File: config.mk
export PLATFORM = sky130hd
export DESIGN_NAME = wav_container_parser_unit
export DESIGN_NICKNAME = d
export VERILOG_FILES = /design/src/sv/wcp_pkg.sv /design/src/sv/wcp_fifo.sv /design/src/sv/wcp_back.sv /design/src/sv/wav_container_parser_unit.sv
export SDC_FILE = /design/constraint.sdc
export NUM_CORES = 1
export LEC_CHECK = 0
export CAP_MARGIN = 20
export CORE_MARGIN = 3
export CORE_UTILIZATION = 40
export CTS_CLUSTER_DIAMETER = 150
export DETAILED_ROUTE_END_ITERATION = 16
export DONT_BUFFER_PORTS = 1
export SLEW_MARGIN = 20
export SYNTH_ARGS = -nofsm -noshare
export SYNTH_HDL_FRONTEND = slang
export SYNTH_SLANG_ARGS = --single-unit
File: constraint.sdc
create_clock -name clk -period 21.7 [get_ports clk]
set_input_delay 3.255 -clock clk [delete_from_list [all_inputs] [get_ports clk]]
set_output_delay 3.255 -clock clk [all_outputs]
set_load 0.03 [all_outputs]
File: src/sv/wcp_pkg.sv
// Shared types and constants for the WAV container parser.
package wcp_pkg;

  localparam logic [31:0] TAG_RIFF = 32'h52494646;
  localparam logic [31:0] TAG_WAVE = 32'h57415645;
  localparam logic [31:0] TAG_FMT  = 32'h666D7420;
  localparam logic [31:0] TAG_DATA = 32'h64617461;
  localparam logic [32:0] POS_MAX  = 33'h1FFFFFFFF;

  localparam logic [2:0] ST_OK        = 3'd0;
  localparam logic [2:0] ST_SHORT_HDR = 3'd1;
  localparam logic [2:0] ST_NOT_WAV   = 3'd2;
  localparam logic [2:0] ST_BAD_FMT   = 3'd3;
  localparam logic [2:0] ST_DATA_BAD  = 3'd4;
  localparam logic [2:0] ST_NO_FMT    = 3'd5;
  localparam logic [2:0] ST_NO_DATA   = 3'd6;

  localparam logic ACT_BYTE = 1'b0;
  localparam logic ACT_END  = 1'b1;

  typedef enum logic [2:0] {
    PH_HEADER, PH_CHUNK, PH_FMT, PH_SKIP, PH_DATA, PH_PEND, PH_DONE
  } phase_t;

  typedef struct packed {
    logic       action;
    logic [7:0] byte_value;
  } in_item_t;

  typedef struct packed {
    logic        kind;
    logic [7:0]  data_byte;
    logic        is_last;
    logic [2:0]  status;
    logic [15:0] audio_format;
    logic [15:0] channel_count;
    logic [31:0] sample_freq;
    logic [31:0] byte_rate;
    logic [15:0] block_align;
    logic [15:0] sample_bits;
    logic [31:0] payload_size;
  } out_item_t;

  localparam int QDEPTH = 2;

endpackage

File: src/sv/wcp_fifo.sv
// Two-entry item queue between the input front and the parser back end.
module wcp_fifo import wcp_pkg::*; (
  input  logic     clk,
  input  logic     rst_n,
  input  logic     wr_en,
  input  in_item_t wr_item,
  output logic     full,
  output logic     rd_valid,
  input  logic     rd_en,
  output in_item_t rd_item
);
  in_item_t   mem_r [QDEPTH];
  logic       wptr_r, rptr_r;
  logic [1:0] cnt_r;

  assign full     = (cnt_r == 2'(QDEPTH));
  assign rd_valid = (cnt_r != 2'd0);
  assign rd_item  = mem_r[rptr_r];

  always_ff @(posedge clk) begin
    if (wr_en) mem_r[wptr_r] <= wr_item;
    if (!rst_n) begin
      wptr_r <= 1'b0;
      rptr_r <= 1'b0;
      cnt_r  <= 2'd0;
    end else begin
      if (wr_en) wptr_r <= ~wptr_r;
      if (rd_en) rptr_r <= ~rptr_r;
      cnt_r <= cnt_r + {1'b0, wr_en} - {1'b0, rd_en};
    end
  end
endmodule

File: src/sv/wcp_back.sv
// Parser back end: chunk walk, fmt latch, data pass-through and status.
module wcp_back import wcp_pkg::*; (
  input  logic      clk,
  input  logic      rst_n,
  input  logic      q_valid,
  input  in_item_t  q_item,
  output logic      q_pop,
  output logic      out_valid,
  input  logic      out_stall,
  output out_item_t out_item
);
  phase_t       phase_r, phase_nxt;
  logic [31:0]  cnt_r, cnt_nxt;
  logic [31:0]  tag_r, tag_nxt;
  logic [31:0]  clen_r, clen_nxt;
  logic [31:0]  rlen_r, rlen_nxt;
  logic [32:0]  pos_r, pos_nxt;
  logic [7:0]   body_r [16];
  logic         fseen_r, fseen_nxt;
  logic         oval_r;
  out_item_t    oitem_r, oitem_nxt;

  logic         emit, emit_data, last_nxt;
  logic [2:0]   st;
  logic         body_we;
  logic [3:0]   body_idx;
  logic         go;
  logic [7:0]   b;
  logic [33:0]  psum;
  logic [32:0]  pos_a;

  assign b  = q_item.byte_value;
  assign go = q_valid && (!oval_r || !out_stall);
  assign q_pop = go;

  // saturating add to position
  function automatic logic [32:0] sat_add(input logic [32:0] p, input logic [32:0] n);
    logic [33:0] s;
    s = {1'b0, p} + {1'b0, n};
    return s[33] ? POS_MAX : s[32:0];
  endfunction

  // next-state logic
  always_comb begin
    phase_nxt = phase_r; cnt_nxt = cnt_r; tag_nxt = tag_r; clen_nxt = clen_r;
    rlen_nxt = rlen_r; pos_nxt = pos_r; fseen_nxt = fseen_r;
    emit = 1'b0; emit_data = 1'b0; last_nxt = 1'b0; st = ST_OK;
    body_we = 1'b0; body_idx = cnt_r[3:0];
    psum = '0; pos_a = '0;
    if (phase_r == PH_PEND) begin
      emit = 1'b1; st = fseen_r ? ST_OK : ST_NO_FMT;
    end else if (phase_r == PH_DONE) begin
      emit = 1'b0;
    end else if (q_item.action == ACT_END) begin
      emit = 1'b1;
      unique case (phase_r)
        PH_HEADER: st = ST_SHORT_HDR;
        PH_FMT:    st = ST_BAD_FMT;
        PH_DATA:   st = ST_DATA_BAD;
        default:   st = fseen_r ? ST_NO_DATA : ST_NO_FMT;
      endcase
    end else begin
      unique case (phase_r)
        PH_HEADER: begin
          if (cnt_r < 32'd4 || cnt_r >= 32'd8) tag_nxt = {tag_r[23:0], b};
          else rlen_nxt = rlen_r | ({24'd0, b} << {cnt_r[1:0], 3'd0});
          if (cnt_r == 32'd3) clen_nxt = {tag_r[23:0], b};
          cnt_nxt = cnt_r + 32'd1;
          if (cnt_r == 32'd11) begin
            if (clen_r != TAG_RIFF || {tag_r[23:0], b} != TAG_WAVE) begin
              emit = 1'b1; st = ST_NOT_WAV;
            end else begin
              clen_nxt = '0; pos_nxt = 33'd12;
              psum = {2'b0, rlen_r} + 34'd8;
              if (34'd12 >= psum) begin
                emit = 1'b1; st = fseen_r ? ST_NO_DATA : ST_NO_FMT;
              end else begin
                phase_nxt = PH_CHUNK; cnt_nxt = '0;
              end
            end
          end
        end
        PH_CHUNK: begin
          if (cnt_r < 32'd4) tag_nxt = {tag_r[23:0], b};
          if (cnt_r == 32'd0) clen_nxt = '0;
          else if (cnt_r >= 32'd4)
            clen_nxt = clen_r | ({24'd0, b} << {cnt_r[1:0], 3'd0});
          cnt_nxt = cnt_r + 32'd1;
          if (cnt_r == 32'd7) begin
            cnt_nxt = '0;
            pos_a = sat_add(pos_r, 33'd8);
            pos_nxt = pos_a;
            if (tag_r == TAG_FMT) begin
              if (clen_nxt < 32'd16) begin
                emit = 1'b1; st = ST_BAD_FMT;
              end else begin
                pos_nxt = sat_add(pos_a, {1'b0, clen_nxt}); phase_nxt = PH_FMT;
              end
            end else if (tag_r == TAG_DATA) begin
              if (clen_nxt == 32'd0) begin
                emit = 1'b1; st = ST_DATA_BAD;
              end else phase_nxt = PH_DATA;
            end else begin
              pos_nxt = sat_add(pos_a, {1'b0, clen_nxt});
              if (clen_nxt == 32'd0) begin
                psum = {2'b0, rlen_r} + 34'd8;
                if ({1'b0, pos_nxt} >= psum) begin
                  emit = 1'b1; st = fseen_r ? ST_NO_DATA : ST_NO_FMT;
                end else phase_nxt = PH_CHUNK;
              end else phase_nxt = PH_SKIP;
            end
          end
        end
        PH_FMT: begin
          body_we = 1'b1;
          cnt_nxt = cnt_r + 32'd1;
          if (cnt_r[3:0] == 4'd15) begin
            fseen_nxt = 1'b1; clen_nxt = clen_r - 32'd16; cnt_nxt = '0;
            if (clen_r == 32'd16) begin
              psum = {2'b0, rlen_r} + 34'd8;
              if ({1'b0, pos_r} >= psum) begin
                emit = 1'b1; st = ST_NO_DATA;
              end else phase_nxt = PH_CHUNK;
            end else phase_nxt = PH_SKIP;
          end
        end
        PH_SKIP: begin
          clen_nxt = clen_r - 32'd1;
          if (clen_r == 32'd1) begin
            psum = {2'b0, rlen_r} + 34'd8;
            if ({1'b0, pos_r} >= psum) begin
              emit = 1'b1; st = fseen_r ? ST_NO_DATA : ST_NO_FMT;
            end else begin
              phase_nxt = PH_CHUNK; cnt_nxt = '0;
            end
          end
        end
        PH_DATA: begin
          emit_data = 1'b1;
          cnt_nxt = cnt_r + 32'd1;
          if (cnt_nxt == clen_r) begin
            last_nxt = 1'b1; phase_nxt = PH_PEND;
          end
        end
        default: ;
      endcase
    end
    if (emit) phase_nxt = PH_DONE;
  end

  // result item: status with fmt fields on success, else a data byte
  always_comb begin
    oitem_nxt = '0;
    if (emit) begin
      oitem_nxt.kind    = 1'b1;
      oitem_nxt.is_last = 1'b1;
      oitem_nxt.status  = st;
      if (st == ST_OK) begin
        oitem_nxt.audio_format  = {body_r[1], body_r[0]};
        oitem_nxt.channel_count = {body_r[3], body_r[2]};
        oitem_nxt.sample_freq   = {body_r[7], body_r[6], body_r[5], body_r[4]};
        oitem_nxt.byte_rate     = {body_r[11], body_r[10], body_r[9], body_r[8]};
        oitem_nxt.block_align   = {body_r[13], body_r[12]};
        oitem_nxt.sample_bits   = {body_r[15], body_r[14]};
        oitem_nxt.payload_size  = clen_r;
      end
    end else begin
      oitem_nxt.data_byte = b;
      oitem_nxt.is_last   = last_nxt;
    end
  end

  // registers
  always_ff @(posedge clk) begin
    if (go && (emit || emit_data)) oitem_r <= oitem_nxt;
    if (!rst_n) begin
      phase_r <= PH_HEADER; cnt_r <= '0; tag_r <= '0; clen_r <= '0;
      rlen_r <= '0; pos_r <= '0; fseen_r <= 1'b0; oval_r <= 1'b0;
      for (int i = 0; i < 16; i++) body_r[i] <= '0;
    end else begin
      if (go && body_we) body_r[body_idx] <= b;
      if (go) begin
        phase_r <= phase_nxt; cnt_r <= cnt_nxt; tag_r <= tag_nxt;
        clen_r <= clen_nxt; rlen_r <= rlen_nxt; pos_r <= pos_nxt;
        fseen_r <= fseen_nxt;
      end
      if (go) oval_r <= emit || emit_data;
      else if (!out_stall) oval_r <= 1'b0;
    end
  end

  assign out_valid = oval_r;
  assign out_item  = oitem_r;
endmodule

File: src/sv/wav_container_parser_unit.sv
// Top level of the WAV container parser.
// Takes a WAV file one byte per item plus an end-of-stream item, and returns
// audio data bytes followed by one final status item carrying the fmt fields on success.
// Sustained rate is one item per cycle: a two-entry queue decouples the input
// from the parser back end, which handles one queued item per cycle and
// holds its result in an output register. A result passes through the queue
// and then the output register; a stalled output holds the back end, and
// the input stalls once the queue is full. After the status item, further
// input items are taken and give no result until reset.
module wav_container_parser_unit import wcp_pkg::*; (
  input  logic      clk,
  input  logic      rst_n,
  input  logic      in_valid,
  output logic      in_stall,
  input  in_item_t  in_item,
  output logic      out_valid,
  input  logic      out_stall,
  output out_item_t out_item
);
  logic     full, q_valid, q_pop;
  in_item_t q_item;

  assign in_stall = full;

  wcp_fifo u_fifo (
    .clk(clk), .rst_n(rst_n),
    .wr_en(in_valid && !full), .wr_item(in_item), .full(full),
    .rd_valid(q_valid), .rd_en(q_pop), .rd_item(q_item)
  );

  wcp_back u_back (
    .clk(clk), .rst_n(rst_n),
    .q_valid(q_valid), .q_item(q_item), .q_pop(q_pop),
    .out_valid(out_valid), .out_stall(out_stall), .out_item(out_item)
  );
endmodule

==> results.json <==
{
  "status": "finished, final reports clean",
  "die_area_sq_mm": 0.0723,
  "synth-seq-cells": 490,
  "met2_length_mm": 43.1,
  "reg2reg_setup_slack_ps": 11120,
  "synth.area.top_cells": "edfxtp_1 35%, dfxtp_1 12%, ha_1 5.0%",
  "ys_warn_count": 0,
  "top_layer": "met4",
  "synth_compound_area_frac": 0.151,
  "netlist_instances": 2979,
  "crit_top_cell": "a21o_1",
  "ir_drop_mv": 0.0703,
  "drt_pass1_iterations": 5,
  "whs_ps": 455,
  "synth-seq-area-share": 0.471,
  "fmax_ghz": 0.0945,
  "grt_util_all_layers": 0.260,
  "synth_edf_count": 319,
  "rr_worst_depth": 29,
  "grt_max_degree": 113,
  "synth-xor-area-share": 0.0431,
  "start_kind": "flop",
  "fin_worst_skew_ps": 54.9,
  "synthTopCellsByCount": "366 x nor2_1, 327 x nand2_1, 319 x edfxtp_1",
  "period_minus_slack_ps": 10580,
  "drt_first_iter_violations": 2521,
  "critPathMaxFanout": 80,
  "worstPathRequired_ps": 21950,
  "antenna_found_initial": 5,
  "arrival_ps": 10820,
  "wl_met3_mm": 7.95,
  "synth_fa_ha_area_frac": 0.0505,
  "synth.area.mux_share": 0.00978,
  "dieWidth_um": 269,
  "ys_async_sr_fraction": 0,
  "viasPerCell": 6.16,
  "synthesis.nets": 3103,
  "finalSetupTns_ps": 0,
  "cts.htree.levels": 2,
  "post-route-period-util": 0.487,
  "synthSimpleGateAreaFrac": 0.239,
  "crit_type": "flop to flop",
  "clk_latency_ps": 660,
  "synth_top_family_by_area": "simple AND/OR/NAND/NOR gates",
  "p_leak_nw": 11.6,
  "synth_cell_types": 85,
  "numCtsBuffers": 56,
  "n_fill_cell": 6543,
  "cts_resized": 0,
  "ys.flop_type": "edfxtp_1",
  "critPathMaxStageDelay_ps": 860,
  "cts_num_sinks": 490,
  "cts_setup_buffers": 0,
  "worstHoldPathCells": 2,
  "gp_congestion": 0.997,
  "cts_root_buffer": "clkbuf_16",
  "die_height_um": 269,
  "path_buf_inv": 2,
  "io_pins": 188,
  "yosysMostFrequentCell": "nor2_1",
  "core_area_sq_mm": 0.0678,
  "grt_pass1_wl_mm": 143,
  "powerDensity_mw_per_mm2": 112,
  "cts_buffer_depth": 3,
  "cap_violations": 0,
  "crit_family": "compound AO/OA/AOI/OAI gates",
  "start_util": 0.408,
  "clk_pin_slew_ps": 70,
  "finalHoldViolCount": 0,
  "rsz0062_at_grt": "false",
  "cts_tree": "yes",
  "hp-class": "flop to flop",
  "syn_avg_cell_area_sq_um": 9.28,
  "dp_hpwl_mm": 66.1,
  "synth_top_cell_by_area": "edfxtp_1",
  "drcViolationCount": 0,
  "ff_latch_area_sq_mm": 0.0130,
  "crit_slowest_cell": "buf_4",
  "finalMaxSlewViolations": 0,
  "drive_above_1_share": 0.0652,
  "synth_area_sq_mm": 0.0276,
  "drtAntennaViolNets": 0,
  "vias": 23500,
  "synth_top_cell_area_share": 0.347,
  "wl_mm": 95.3,
  "gr-total-overflow": 0,
  "worstSetupEndpointType": "flop",
  "maxSlewHeadroom": 0.254,
  "grt_pass1_vias": 22700,
  "cts_hold_buf": 0,
  "cp.depth": 29,
  "syn_to_final_growth_pct": 9.58,
  "num_rows": 95,
  "multiInputGateArea_sq_mm": 0.0138,
  "wl_met1_mm": 39.3,
  "fin_nets": 3020,
  "worst_slew_pin_slew_ps": 1090,
  "finalSetupViolCount": 0,
  "port_buffers": 0,
  "avgRoutedWirePerCell_um": 25.0
}
[power breakdown]
group	switching, mW	leakage, nW	internal [mW]
Clock	0.412	0.896	0.561
Combinational	0.654	6.22	0.251
Sequential	0.308	4.52	1.19
[flip-flops by register name (all words and copies together), names as in the netlist, named ones only]
register / cells
u_back.out_item: 173
u_back.body_r: 128
u_back.pos_r: 33
u_back.clen_r: 32
u_back.cnt_r: 32
u_back.rlen_r: 32
u_back.tag_r: 32
u_fifo.mem_r: 18
u_back.phase_r: 3
u_fifo.cnt_r: 2
u_back.fseen_r: 1
u_back.out_valid: 1
u_fifo.rptr_r: 1
u_fifo.wptr_r: 1
[cells by family after synthesis]
family	after synthesis
DFF	490
buffers and inverters	241
adders and majority gates	111
muxes	23
and+or+nand+nor	1328
xor gates and xnor gates	136
AOI/OAI and AO/OA	650
[path summary, 6_finish.rpt]
check,from,to
max reg2reg,u_back.cnt_r[2],u_back.out_item[167]
min,u_back.tag_r[26],u_back.tag_r[26]
min reg2reg,u_back.tag_r[26],u_back.tag_r[26]
max,u_back.cnt_r[2],u_back.out_item[167]
[through the flow]
step / cells / utilization / instance area, sq um / setup WS [ps] / power [mW]
floorplan: 2979 / - / 27600 / 6280 / 2.10
global placement: 3711 / 0.419 / 28400 / 11480 / 2.39
detailed placement: 3711 / 0.419 / 28400 / 11360 / 2.40
CTS: 3816 / 0.447 / 30300 / 11300 / 3.37
global route: 3816 / 0.447 / 30300 / 10310 / 3.52
finish: 3818 / 0.447 / 30300 / 11120 / 3.38
[worst min-delay path: cells and delay by family (launching register included)]
kind	cells	cell delay, ps
flip-flops	1	300
AND/OR/NAND/NOR	1	50
AO/OA/AOI/OAI	1	50
[layout make-up]
class,instances,area share
flip-flops and latches,490,0.429
diodes,2,0.000165
clock buffers,72,0.0493
inverters,52,0.00645
clock inverters,33,0.0126
repair buffers,48,0.0119
well taps,873,0.0361
multi-input cells,2248,0.454
[cells in the final DEF (no fill, tap or decap), types with 48 or more instances in the layout]
cell type / instances
nor3_1: 55
nand4_1: 60
nor2_1: 364
ha_1: 110
a21oi_1: 193
clkbuf_16: 56
inv_1: 49
buf_4: 48
nand2_1: 327
nand3_1: 99
dfxtp_1: 171
and2_1: 182
xnor2_1: 70
xor2_1: 66
o21ai_0: 129
edfxtp_1: 319
[per-layer routing]
layer / up-vias / global-route usage
met3: 277 / 0.0516
met1: 11400 / 0.337
met4: 0 / 0.126
met2: 1195 / 0.416
met5: - / 0
li1: 10700 / -
No activity file was read; power rests on OpenSTA's default activity.
